--- config.mk ---
export PLATFORM = sky130hd
export DESIGN_NAME = hrke_front
export DESIGN_NICKNAME = d
export VERILOG_FILES = /design/src/hw/rtl/assert_macros.svh /design/src/hw/rtl/hrke_pkg.sv /design/src/hw/rtl/hrke_front.sv
export SDC_FILE = /design/constraint.sdc
export NUM_CORES = 1
export LEC_CHECK = 0
export ABC_AREA = 1
export BUFFER_PORTS_ARGS = -buffer_cell sky130_fd_sc_hd__buf_4
export CORE_MARGIN = 2
export CORE_UTILIZATION = 45
export DETAILED_ROUTE_END_ITERATION = 10
export PLACE_DENSITY = 0.74
export SKIP_CTS_REPAIR_TIMING = 1
export SLEW_MARGIN = 20
export SYNTH_ARGS = -nofsm -noshare
export SYNTH_HDL_FRONTEND = slang
export SYNTH_SLANG_ARGS = --single-unit
--- constraint.sdc ---
create_clock -name clock -period 7.1 [get_ports clock]
set_input_delay 0.355 -clock clock [delete_from_list [all_inputs] [get_ports clock]]
set_output_delay 0.355 -clock clock [all_outputs]
set_load 0.01 [all_outputs]
--- src/hw/rtl/assert_macros.svh ---
// assertion macros shared by the rtl
// no dependencies
`ifndef ASSERT_MACROS_SVH
`define ASSERT_MACROS_SVH
// property that holds every cycle outside reset
`define ASSERT_ALWAYS(label, clk, rst, expr) \
   label: assert property (@(posedge clk) disable iff (rst) (expr)) else $error("assertion failed");
// implication checked in the next cycle
`define ASSERT_NEXT(label, clk, rst, ante, cons) \
   label: assert property (@(posedge clk) disable iff (rst) (ante) |=> (cons)) else $error("assertion failed");
`endif

--- src/hw/rtl/hrke_pkg.sv ---
// package for the hid report to key event converter
// holds widths, event codes and the code tables
package hrke_pkg;
   localparam int KeySlots = 6;
   localparam int KeyMax = 16;
   localparam logic [7:0] ShiftMask = 8'h22;
   localparam logic [7:0] ReleaseBit = 8'h80;
   localparam logic KindPress = 1'b0;
   localparam logic KindRelease = 1'b1;

   typedef struct packed {
      logic       kind;
      logic [7:0] usage;
      logic [6:0] ascii;
      logic [7:0] ps2;
      logic       last;
   } event_type;

   function automatic logic [7:0] ps2_of(input logic [7:0] u);
      logic [7:0] r;
      r = 8'h00;
      if (u >= 8'h68) begin
         r = u - 8'd4;
      end else if (u >= 8'h04 && u <= 8'h1d) begin
         case (u)
            8'h04: r = 8'h1e; 8'h05: r = 8'h30; 8'h06: r = 8'h2e; 8'h07: r = 8'h20;
            8'h08: r = 8'h12; 8'h09: r = 8'h21; 8'h0a: r = 8'h22; 8'h0b: r = 8'h23;
            8'h0c: r = 8'h17; 8'h0d: r = 8'h24; 8'h0e: r = 8'h25; 8'h0f: r = 8'h26;
            8'h10: r = 8'h32; 8'h11: r = 8'h31; 8'h12: r = 8'h18; 8'h13: r = 8'h19;
            8'h14: r = 8'h10; 8'h15: r = 8'h13; 8'h16: r = 8'h1f; 8'h17: r = 8'h14;
            8'h18: r = 8'h16; 8'h19: r = 8'h2f; 8'h1a: r = 8'h11; 8'h1b: r = 8'h2d;
            8'h1c: r = 8'h2c; 8'h1d: r = 8'h15;
            default: r = 8'h00;
         endcase
      end else begin
         case (u)
            8'h1e: r = 8'h02; 8'h1f: r = 8'h03; 8'h20: r = 8'h04; 8'h21: r = 8'h05;
            8'h22: r = 8'h06; 8'h23: r = 8'h07; 8'h24: r = 8'h08; 8'h25: r = 8'h09;
            8'h26: r = 8'h0a; 8'h27: r = 8'h0b; 8'h28: r = 8'h1c; 8'h29: r = 8'h01;
            8'h2a: r = 8'h0e; 8'h2b: r = 8'h0f; 8'h2c: r = 8'h39; 8'h2d: r = 8'h0c;
            8'h2e: r = 8'h0d; 8'h2f: r = 8'h1a; 8'h30: r = 8'h1b; 8'h31: r = 8'h2b;
            8'h33: r = 8'h27; 8'h34: r = 8'h28; 8'h35: r = 8'h29; 8'h36: r = 8'h33;
            8'h37: r = 8'h34; 8'h38: r = 8'h35; 8'h39: r = 8'h3a; 8'h3a: r = 8'h3b;
            8'h3b: r = 8'h3c; 8'h3c: r = 8'h3d; 8'h3d: r = 8'h3e; 8'h3e: r = 8'h3f;
            8'h3f: r = 8'h40; 8'h40: r = 8'h41; 8'h41: r = 8'h42; 8'h42: r = 8'h43;
            8'h43: r = 8'h44; 8'h44: r = 8'h45; 8'h45: r = 8'h46; 8'h46: r = 8'h54;
            8'h47: r = 8'h47; 8'h48: r = 8'h48; 8'h49: r = 8'hd2; 8'h4a: r = 8'hc7;
            8'h4b: r = 8'hc9; 8'h4c: r = 8'hd3; 8'h4d: r = 8'hcf; 8'h4e: r = 8'h4b;
            8'h4f: r = 8'h50; 8'h50: r = 8'h4d; 8'h51: r = 8'h48; 8'h53: r = 8'h45;
            8'h54: r = 8'h54; 8'h55: r = 8'h37; 8'h56: r = 8'h4a; 8'h57: r = 8'h4e;
            8'h58: r = 8'h58; 8'h59: r = 8'h4f; 8'h5a: r = 8'h50; 8'h5b: r = 8'h51;
            8'h5c: r = 8'h4b; 8'h5d: r = 8'h4c; 8'h5e: r = 8'h4d; 8'h5f: r = 8'h47;
            8'h60: r = 8'h48; 8'h61: r = 8'h49; 8'h62: r = 8'h52; 8'h63: r = 8'h53;
            8'h64: r = 8'h56;
            default: r = 8'h00;
         endcase
      end
      return r;
   endfunction

   function automatic logic [6:0] ascii_of(input logic [7:0] u, input logic sh);
      logic [6:0] r;
      r = 7'h00;
      if (u >= 8'h04 && u <= 8'h1d) begin
         r = (sh ? 7'h41 : 7'h61) + 7'(u - 8'h04);
      end else begin
         case (u)
            8'h1e: r = sh ? 7'h21 : 7'h31; 8'h1f: r = sh ? 7'h40 : 7'h32;
            8'h20: r = sh ? 7'h23 : 7'h33; 8'h21: r = sh ? 7'h24 : 7'h34;
            8'h22: r = sh ? 7'h25 : 7'h35; 8'h23: r = sh ? 7'h5e : 7'h36;
            8'h24: r = sh ? 7'h26 : 7'h37; 8'h25: r = sh ? 7'h2a : 7'h38;
            8'h26: r = sh ? 7'h28 : 7'h39; 8'h27: r = sh ? 7'h29 : 7'h30;
            8'h28: r = 7'h0a; 8'h29: r = 7'h1b; 8'h2a: r = 7'h08; 8'h2b: r = 7'h09;
            8'h2c: r = 7'h20;
            8'h2d: r = sh ? 7'h5f : 7'h2d; 8'h2e: r = sh ? 7'h2b : 7'h3d;
            8'h2f: r = sh ? 7'h7b : 7'h5b; 8'h30: r = sh ? 7'h7d : 7'h5d;
            8'h31: r = sh ? 7'h7c : 7'h5c;
            8'h33: r = sh ? 7'h3a : 7'h3b; 8'h34: r = sh ? 7'h22 : 7'h27;
            8'h35: r = sh ? 7'h7e : 7'h60; 8'h36: r = sh ? 7'h3c : 7'h2c;
            8'h37: r = sh ? 7'h3e : 7'h2e; 8'h38: r = sh ? 7'h3f : 7'h2f;
            default: r = 7'h00;
         endcase
      end
      return r;
   endfunction
endpackage

--- src/hw/rtl/hrke_front.sv ---
// front end: takes a report, diffs it against the stored one and queues it
// depends on hrke_pkg
module hrke_front #(
   parameter int KEY_SLOTS = hrke_pkg::KeySlots
) (
   input  logic                    clock,
   input  logic                    reset,
   input  logic                    in_valid,
   output logic                    in_ready,
   input  logic [7:0]              in_mods,
   input  logic [KEY_SLOTS*8-1:0]  in_keys,
   output logic                    q_valid,
   input  logic                    q_pop,
   output logic                    q_shift,
   output logic [KEY_SLOTS*8-1:0]  q_old,
   output logic [KEY_SLOTS*8-1:0]  q_new,
   output logic [KEY_SLOTS-1:0]    q_rel,
   output logic [KEY_SLOTS-1:0]    q_prs
);
   logic [KEY_SLOTS*8-1:0] prev_ff;
   logic                   full_ff;
   logic                   shift_ff;
   logic [KEY_SLOTS*8-1:0] old_ff, new_ff;
   logic [KEY_SLOTS-1:0]   rel_ff, prs_ff, rel_in, prs_in;
   logic                   take;

   assign in_ready = !full_ff || q_pop;
   assign take = in_valid && in_ready;

   // per-slot membership test
   always_comb begin
      for (int i = 0; i < KEY_SLOTS; i++) begin
         rel_in[i] = prev_ff[i*8 +: 8] != 8'h00;
         prs_in[i] = in_keys[i*8 +: 8] != 8'h00;
         for (int j = 0; j < KEY_SLOTS; j++) begin
            if (in_keys[j*8 +: 8] == prev_ff[i*8 +: 8]) rel_in[i] = 1'b0;
            if (prev_ff[j*8 +: 8] == in_keys[i*8 +: 8]) prs_in[i] = 1'b0;
         end
      end
   end

   // one-entry queue and stored report
   always_ff @(posedge clock) begin
      if (reset) begin
         full_ff <= 1'b0;
         prev_ff <= '0;
      end else begin
         if (take) full_ff <= 1'b1;
         else if (q_pop) full_ff <= 1'b0;
         if (take) prev_ff <= in_keys;
      end
      if (take) begin
         shift_ff <= (in_mods & hrke_pkg::ShiftMask) != 8'h00;
         old_ff <= prev_ff;
         new_ff <= in_keys;
         rel_ff <= rel_in;
         prs_ff <= prs_in;
      end
   end

   assign q_valid = full_ff;
   assign q_shift = shift_ff;
   assign q_old = old_ff;
   assign q_new = new_ff;
   assign q_rel = rel_ff;
   assign q_prs = prs_ff;
endmodule

==> metrics.cfg, run 1 <==
[run_status]
status = finished clean

[floorplanning]
initial_utilization = 0.459
die_h_um = 159
die-area_um2 = 25200
rows = 56
design.portCount = 171
die_w_um = 159
core_area_um2 = 23500

[critical_path]
crit_path_end_kind = flop
cp_slowest_cell = buf_4
cp_cell_sequence = nand2_2, nand2_2, buf_4, inv_4, buf_4
crit_fanout = 98
critPathArrivalTime_ps = 2790
cp-start-kind = flop
max_stage_delay_ps = 790
required_ps = 7190
crit_type = flop to flop

[placement]
dp_hpwl_um = 30500
pre_cts_slack_ps = 4200
place.gp.congestion = 1.03
place_area_um2 = 11800
placed_cells = 2047
port_buffers = 164

[global_routing]
grtUsageTotal = 0.324
grt_pass1_wl_um = 61300
grt_pass1_vias = 9649
overflow = 0
grt_antenna_before_repair = 1
grt_start_max_net_pins = 99

[min_path]
hold_path.class = primary input to flop

[timing]
fmax_ghz = 0.371
drv_slew = 0
finalHoldViolCount = 0
setup_viol = 0
tightest_slew_ps = 1090
layout_setup_ws_ps = 4410
fin_crit_ps = 2690
fin_tns_setup_ps = 0
skew_ps = 12.5
rsz0062_at_grt = false
relSlewSlack = 0.274
fin_crit_sh = 0.379
fin_hold_ws_ps = 175

[power_and_ir_drop]
power_frac_seq = 0.412
power.static_leakage_nw = 6.05
power_mw = 2.76
power.density_nw_per_um2 = 222
p_comb_frac = 0.236
peakVddDrop_uv = 143
swShare = 0.335
clock_power_share = 0.352
internal-power_mw = 1.83
p_sw_mw = 0.924

[layout]
multi_input_area_um2 = 5400
n_antenna_cell = 0
instances_no_fill = 2078
seq_area_um2 = 4250
final_area_um2 = 12400
fill_cells = 2304
drive_gt1_frac = 0.155
syn_to_final_growth_pct = 15.3
fin_util = 0.530
nets = 1807

[logic_synthesis]
yosysSeqAreaShare = 0.395
syn-num-nets = 1704
ys.warnings.count = 0
netlist_area_um2 = 10800
postSynthCellCount = 1644
syn_avg_cell_area_um2 = 6.56
ys_ff_latch = 158
yosysUniqueCellTypes = 22

[clock_network]
cts_tree = built
path_clk_slew_ps = 70
cts_buffers = 17
ctsRootBufferMaster = clkbuf_16
clock_latency_ps = 440
cts.path.max_buffers = 2
htreeDepth = 4
cts_sinks = 158

[flow_run]
maxCapViolations = 0

[detailed_routing]
route.detailed.drc = 0
wirelength_um = 41100
drt_iter0_markers = 1360
routedWlPerCell_um = 19.8
route.antenna.remaining_nets = 0
drt-pass1-iter-count = 8
vias = 11200
drt-vias-per-instance = 5.37

-- cells in the mapped netlist --
master | instances | area [um2]
xnor2_1 | 46 | 403
inv_1 | 87 | 327
clkbuf_1 | 6 | 22.5
a21oi_1 | 1 | 5.00
nor2_2 | 18 | 113
buf_2 | 34 | 170
inv_2 | 55 | 206
edfxtp_1 | 109 | 3270
dfxtp_1 | 49 | 981
and2_1 | 4 | 25.0
nor3_1 | 2 | 10.0
nand2_2 | 2 | 12.5
or2_2 | 1 | 6.26
a211oi_1 | 48 | 360
xor2_1 | 7 | 61.3
buf_4 | 18 | 135
nand2_1 | 817 | 3070
nand4_1 | 55 | 344
nor2_1 | 247 | 927
buf_6 | 23 | 259
buf_1 | 1 | 3.75
nand3_1 | 14 | 70.1
-- worst paths after layout --
check                                     startpoint                    to  slack, ps  cells past startpoint
worst max-delay path            q_valid$_SDFFE_PP0P_   q_new[40]$_DFFE_PP_       4410                      5
worst max register to register  q_valid$_SDFFE_PP0P_   q_new[40]$_DFFE_PP_       4410                      5
worst min-delay path                      in_mods[1]     q_shift$_DFFE_PP_        170                      2
worst min register to register  q_valid$_SDFFE_PP0P_  q_valid$_SDFFE_PP0P_        520                      2
-- worst max-delay path, delay by kind of cell, from the launching register on --
kind	cells	cell delay, ps
buffers and inverters	3	1780
and+or+nand+nor	2	130
DFF	1	350
-- cell families after synthesis --
| kind of cell | synth area share |
|---|---|
| xor+xnor | 0.0431 |
| buf+inv | 0.104 |
| flops | 0.395 |
| simple gates | 0.424 |
| compound gates | 0.0339 |
-- per-layer routing --
| metal | GRT usage | share of wire | vias to the layer above |
|---|---|---|---|
| met4 | 0.125 | 0.032 | 2 |
| met5 | 0 | 0.00029 | - |
| li1 | - | - | 5325 |
| met3 | 0.0368 | 0.10 | 76 |
| met1 | 0.482 | 0.43 | 5092 |
| met2 | 0.481 | 0.43 | 656 |
-- state kept, by name, summed over array words and instances (netlist names) --
name / flops
q_new: 48
prev_ff: 48
q_rel: 6
q_valid: 1
q_old: 48
q_shift: 1
q_prs: 6
-- final cells by class --
class	count	share of cell area
repair buffers	166	0.100
clock inverters	12	0.0129
multi-input cells	1262	0.435
clock buffers	19	0.0348
inverters	142	0.0431
flip-flops and latches	158	0.342
well taps	319	0.0321
-- power groups by stage --
stage | Combinational [mW] | Clock, mW | Sequential, mW
after CTS | 0.636 | 0.976 | 1.13
after global placement | 0.626 | 0 | 1.15
final | 0.650 | 0.971 | 1.14
after floorplan | 0.407 | 0 | 1.14
after global routing | 0.705 | 1.01 | 1.14
after detailed placement | 0.634 | 0 | 1.15
-- cells in the final DEF, fill, tap and decap left out --
| cell type | Yosys | routed |
|---|---|---|
| inv_6 | 0 | 4 |
| buf_4 | 18 | 166 |
| nor3_1 | 2 | 2 |
| nand2_1 | 817 | 817 |
| nand4_1 | 55 | 55 |
| bufinv_16 | 0 | 3 |
| nor2_1 | 247 | 247 |
| nand2_2 | 2 | 2 |
| dfxtp_1 | 49 | 49 |
| inv_4 | 0 | 1 |
| inv_2 | 55 | 55 |
| clkinvlp_4 | 0 | 4 |
| clkbuf_16 | 0 | 17 |
| a21oi_1 | 1 | 1 |
| inv_1 | 87 | 86 |
| nor2_2 | 18 | 18 |
| a211oi_1 | 48 | 48 |
| or2_2 | 1 | 1 |
| xnor2_1 | 46 | 46 |
| clkinv_2 | 0 | 1 |
| clkbuf_1 | 6 | 2 |
| xor2_1 | 7 | 7 |
| nand3_1 | 14 | 14 |
| edfxtp_1 | 109 | 109 |
| and2_1 | 4 | 4 |
No activity file was read; power rests on OpenSTA's default activity.
==> run 2, diff against run 1 <==
- ABC_AREA: 1 -> 0
- PLACE_DENSITY: 0.74 -> 0.77
- clock period: 7.1 -> 2.35 ns (I/O delays scaled with it)
==> run 2 against run 1 <==
Power grew to 2.7 times the previous value; final area down 14%; register-to-register slack got worse by 3900 ps; largest cell class is now sequential cells; largest power group unchanged; highest routed layer is now met4.
==> metrics.cfg, run 2 <==
[run_status]
status = finished clean

[power_and_ir_drop]
clock_power_share = 0.378
power.density_nw_per_um2 = 686
power_frac_seq = 0.462
p_sw_mw = 1.99
internal-power_mw = 5.38
peakVddDrop_uv = 498
swShare = 0.270
p_comb_frac = 0.160
power.static_leakage_nw = 4.48

[timing]
finalHoldViolCount = 0
fmax_ghz = 0.541
tightest_slew_ps = 593
fin_crit_sh = 0.786
fin_crit_ps = 1850
rsz0062_at_grt = false
fin_hold_ws_ps = 11.1
relSlewSlack = 0.604
setup_viol = 0
drv_slew = 0
skew_ps = 6.79
fin_tns_setup_ps = 0

[logic_synthesis]
ys_ff_latch = 158
post-synth-top-count-cell = xor2_1
yosysSeqAreaShare = 0.462
synth-edff-count = 109
syn-num-nets = 943
synthArstFlopShare = 0
yosysUniqueCellTypes = 26
syn_avg_cell_area_um2 = 10.4
synth_top_area_share = 0.355
ys.flop_type = edfxtp_1
post-synth-top-area-cell = edfxtp_1
postSynthCellCount = 883
netlist_area_um2 = 9210
synth.area.top_cells = edfxtp_1, xor2_1, dfxtp_1
ys_top_cells_by_count = xor2_1, nand2_1, edfxtp_1
ys.warnings.count = 0

[global_routing]
grt_antenna_before_repair = 0
grtUsageTotal = 0.235
grt_pass1_wl_um = 38600
grt_start_max_net_pins = 50
grt_pass1_vias = 6451
overflow = 0

[clock_network]
ctsRootBufferMaster = clkbuf_16
cts_sinks = 158
cts_tree = built
cts_buffers = 17
path_clk_slew_ps = 60
cts.path.max_buffers = 2
htreeDepth = 4
clock_latency_ps = 420

[detailed_routing]
vias = 6838
route.detailed.drc = 0
routedWlPerCell_um = 20.2
drt-vias-per-instance = 5.44
drt-pass1-iter-count = 5
route.antenna.remaining_nets = 0
drt_iter0_markers = 610
wirelength_um = 25400

[critical_path]
cp_slowest_cell = dfxtp_1
max_stage_delay_ps = 670
crit_start = prev_ff[23]$_SDFFE_PP0P_
crit_buf_inv = 0
crit_path_end_kind = flop
crit_fanout = 9
crit_type = flop to flop
cp_cell_sequence = xor2_1, nor4_1, nand2_1, nand4_1, nor4bb_1
r2r_start = prev_ff[23]$_SDFFE_PP0P_
cp-start-kind = flop
required_ps = 2520
critPathArrivalTime_ps = 2010
cp_top_family = simple AND/OR/NAND/NOR gates

[flow_run]
maxCapViolations = 0

[layout]
nets = 1033
syn_to_final_growth_pct = 16.5
fill_cells = 1830
final_common_cell = xor2_1
layout_common_cells = xor2_1, buf_4, nand2_1
drive_gt1_frac = 0.216
n_antenna_cell = 0

[floorplanning]
rows = 52
core_area_um2 = 20200
die_w_um = 147
initial_utilization = 0.457
die_h_um = 147
design.portCount = 171
die-area_um2 = 21600

[placement]
port_buffers = 164
dp_hpwl_um = 17100
place.gp.congestion = 0.947

[min_path]
hold_start = in_keys[19]
hold_path.class = primary input to flop

run 2: cell types whose count changed after synthesis, sizes merged, moves of 48 or more:
cell    before  now
xor2         7  232
inv        142    2
nor2       265   10
a21oi        1   49
a211oi      48    0
nor4         0   82
nand2      819  143
run 2: layout make-up:
type	count	area [um2]	area share
timing repair buffer	182	1400	0.131
inverter	2	12.5	0.00117
multi-input combinational	612	4120	0.384
sequential	158	4250	0.397
tap	270	338	0.0315
clock inverter	15	171	0.0160
clock buffer	17	425	0.0397
run 2: per-layer routing:
layer  share of wire  routed length, um  track usage  vias up
met4           0.025                642       0.0760        0
met3           0.080               2040       0.0512       54
met1            0.42              10800        0.319     3318
met2            0.47              11900        0.377      325
met5               0                  0            0        -
li1                -                  -            -     3141
run 2: final timing paths:
kind	depth (start not counted)	slack [ps]	end
setup / recovery	5	500	q_prs[3]$_SDFFCE_PP0P_
hold / removal	1	10	q_new[19]$_DFFE_PP_
setup reg to reg	5	500	q_prs[3]$_SDFFCE_PP0P_
hold reg to reg	2	560	prev_ff[44]$_SDFFE_PP0P_
run 2: cell families (layout without fill, tap and decap cells):
kind of cell              count (synthesis)  after routing  share of synthesized area
buffers and inverters                   113            216                     0.0906
DFF                                     158            158                      0.462
and+or+nand+nor                         274            274                      0.145
xor gates and xnor gates                288            288                      0.274
AOI/OAI and AO/OA                        50             50                     0.0283
run 2: power groups by stage:
stage | logic, mW | clock network [mW] | registers, mW
floorplan | 0.888 | 0 | 3.35
global placement | 1.14 | 0 | 3.45
detailed placement | 1.17 | 0 | 3.45
CTS | 1.18 | 2.83 | 3.39
global route | 1.28 | 2.95 | 3.42
finish | 1.18 | 2.78 | 3.40
run 2: stage by stage:
stage               cell area [um2]  worst slack, ps  instances  total power [mW]   util
floorplan                      9210              467        883              4.24      -
global placement              10100              569       1219              4.59  0.500
detailed placement            10100              545       1219              4.62  0.500
CTS                           10700              535       1251              7.40  0.529
global route                  10700              441       1256              7.65  0.532
finish                        10700              502       1256              7.36  0.532
==> run 3, diff against run 2 <==
- PLACE_DENSITY: 0.77 -> 0.75
- clock period: 2.35 -> 1.8 ns (I/O delays scaled with it)
==> run 3 against run 2 <==
Routed wire length is 8.4% higher; largest power group unchanged; combinational power increased by 58%; die area unchanged; flip-flop and latch count unchanged; clock skew up 1.5 ps; count of clock-buffer cells in the layout did not move; fmax grew 6.1%; non-clock buffer count grew 91; sequential power up 28%; via count grew 7.4%; cell count is 7.2% higher.
==> metrics.cfg, run 3 (synthesized netlist as in run 2, its figures left out) <==
[critical_path]
cp-start-kind = flop
cp_slowest_cell = dfxtp_1
crit_path_end_kind = flop
cp_cell_sequence = buf_4, xnor2_1, nand4_1, nor2_1, nor3_1
r2r_start = prev_ff[25]$_SDFFE_PP0P_
crit_fanout = 7
regToRegSetupSlack_ps = 60
worstReg2RegEnd = q_prs[0]$_SDFFCE_PP0P_
ff2ff_path_depth = 5
crit_type = flop to flop
max_stage_delay_ps = 560
critPathArrivalTime_ps = 1890
required_ps = 1950

[detailed_routing]
drt-pass1-iter-count = 5
wirelength_um = 27600
routedWlPerCell_um = 20.5
route.detailed.drc = 0
route.antenna.remaining_nets = 0
drt-vias-per-instance = 5.45
vias = 7346
drt_iter0_markers = 669

[global_routing]
grt_start_max_net_pins = 50
grtUsageTotal = 0.254
gr-usage-met2 = 0.404
grt_antenna_before_repair = 0
gr-max-usage-layer = met2
grtUsageMet1 = 0.324
grt_use_met3 = 0.0680
overflow = 0
grt_pass1_vias = 7053
grt_pass1_wl_um = 41300

[clock_network]
htreeDepth = 4
path_clk_slew_ps = 60
cts_tree = built
cts_buffers = 17
cts.path.max_buffers = 2
cts_sinks = 158
ctsRootBufferMaster = clkbuf_16
clock_latency_ps = 430

[timing]
fmax_ghz = 0.574
rsz0062_at_grt = false
skew_ps = 8.26
fin_crit_ps = 1740
tightest_slew_ps = 587
relSlewSlack = 0.608
drv_slew = 0
finalHoldViolCount = 0
layout_setup_ws_ps = 59.3
fin_tns_setup_ps = 0
fin_crit_sh = 0.967
setup_viol = 0

[layout]
final_common_cell = buf_4
layout_common_cells = buf_4, xor2_1, nand2_1
drive_gt1_frac = 0.271
syn_to_final_growth_pct = 25.0
instances_no_fill = 1347
n_antenna_cell = 0
nets = 1124

[min_path]
holdPathEnd = prev_ff[24]$_SDFFE_PP0P_
holdPathStages = 3
hold_path.class = primary input to flop
hold_start = in_keys[24]

[floorplanning]
die_w_um = 147
design.portCount = 171
initial_utilization = 0.457
die_h_um = 147
rows = 52
core_area_um2 = 20200
die-area_um2 = 21600

[power_and_ir_drop]
power.static_leakage_nw = 4.94
power.density_nw_per_um2 = 841
peakVddDrop_uv = 625

[placement]
place.gp.congestion = 0.961
pre_cts_slack_ps = 84.8
dp_hpwl_um = 18600
placed_cells = 1286
port_buffers = 164

[run_status]
status = finished clean

[flow_run]
maxCapViolations = 0

-- run 3: changes by cell type in the layout (fill, tap and decap cells not counted), moves of 2 or more --
cell           before  now
dfxtp_1            49   36
clkinv_1            0    2
buf_12              2    5
buf_4             175  239
dlygate4sd3_1       5   29
dfxtp_2             0   13
-- run 3: stage by stage --
| step | util | instance area (um2) | hold WS [ps] | power, mW |
|---|---|---|---|---|
| 2_1_floorplan | - | 9220 | 189 | 5.53 |
| 3_3_place_gp | 0.527 | 10600 | 336 | 6.15 |
| 3_5_place_dp | 0.527 | 10600 | 345 | 6.19 |
| 4_1_cts | 0.555 | 11200 | -114 | 9.70 |
| 5_1_grt | 0.571 | 11500 | -7.81 | 10.1 |
| 6_report | 0.571 | 11500 | 12.1 | 9.69 |
-- run 3: report_power, final --
group	total, mW	internal, mW	leakage (nW)	switching (mW)
Combinational	1.86	0.856	3.20	1.01
Clock	3.49	2.03	0.274	1.46
Sequential	4.34	4.15	1.46	0.194
-- run 3: routing by layer --
| layer | up-vias | wire, um | part of all wire |
|---|---|---|---|
| met1 | 3540 | 10900 | 0.40 |
| li1 | 3323 | - | - |
| met4 | 0 | 1130 | 0.041 |
| met5 | - | 0 | 0 |
| met2 | 396 | 12900 | 0.47 |
| met3 | 87 | 2600 | 0.094 |
-- run 3: worst max path at each step --
| stage | slack (ps) | start | cells past startpoint | endpoint |
|---|---|---|---|---|
| after CTS | 70 | prev_ff[26]$_SDFFE_PP0P_ | 6 | q_rel[3]$_SDFFCE_PP0P_ |
| after global placement | 130 | prev_ff[39]$_SDFFE_PP0P_ | 5 | q_prs[2]$_SDFFCE_PP0P_ |
| after floorplan | 140 | q_valid$_SDFFE_PP0P_ | 4 | q_new[0]$_DFFE_PP_ |
| after global routing | 0.7 | prev_ff[25]$_SDFFE_PP0P_ | 5 | q_prs[0]$_SDFFCE_PP0P_ |
| after detailed placement | 80 | prev_ff[26]$_SDFFE_PP0P_ | 6 | q_rel[3]$_SDFFCE_PP0P_ |
| final | 60 | prev_ff[25]$_SDFFE_PP0P_ | 5 | q_prs[0]$_SDFFCE_PP0P_ |
-- run 3: worst max-delay path, delay by kind of cell, from the launching register on --
kind | cells | cell delay, ps
xor gates and xnor gates | 1 | 110
buffers and inverters | 1 | 190
DFF | 1 | 560
and+or+nand+nor | 3 | 600
-- run 3: final cells by class --
type | instances | area [um2]
repair buffers | 273 | 2180
clock buffers | 17 | 425
fillers | 1764 | 8650
clock inverters | 15 | 145
well taps | 270 | 338
multi-input cells | 612 | 4140
inverters | 2 | 12.5
flip-flops and latches | 158 | 4270
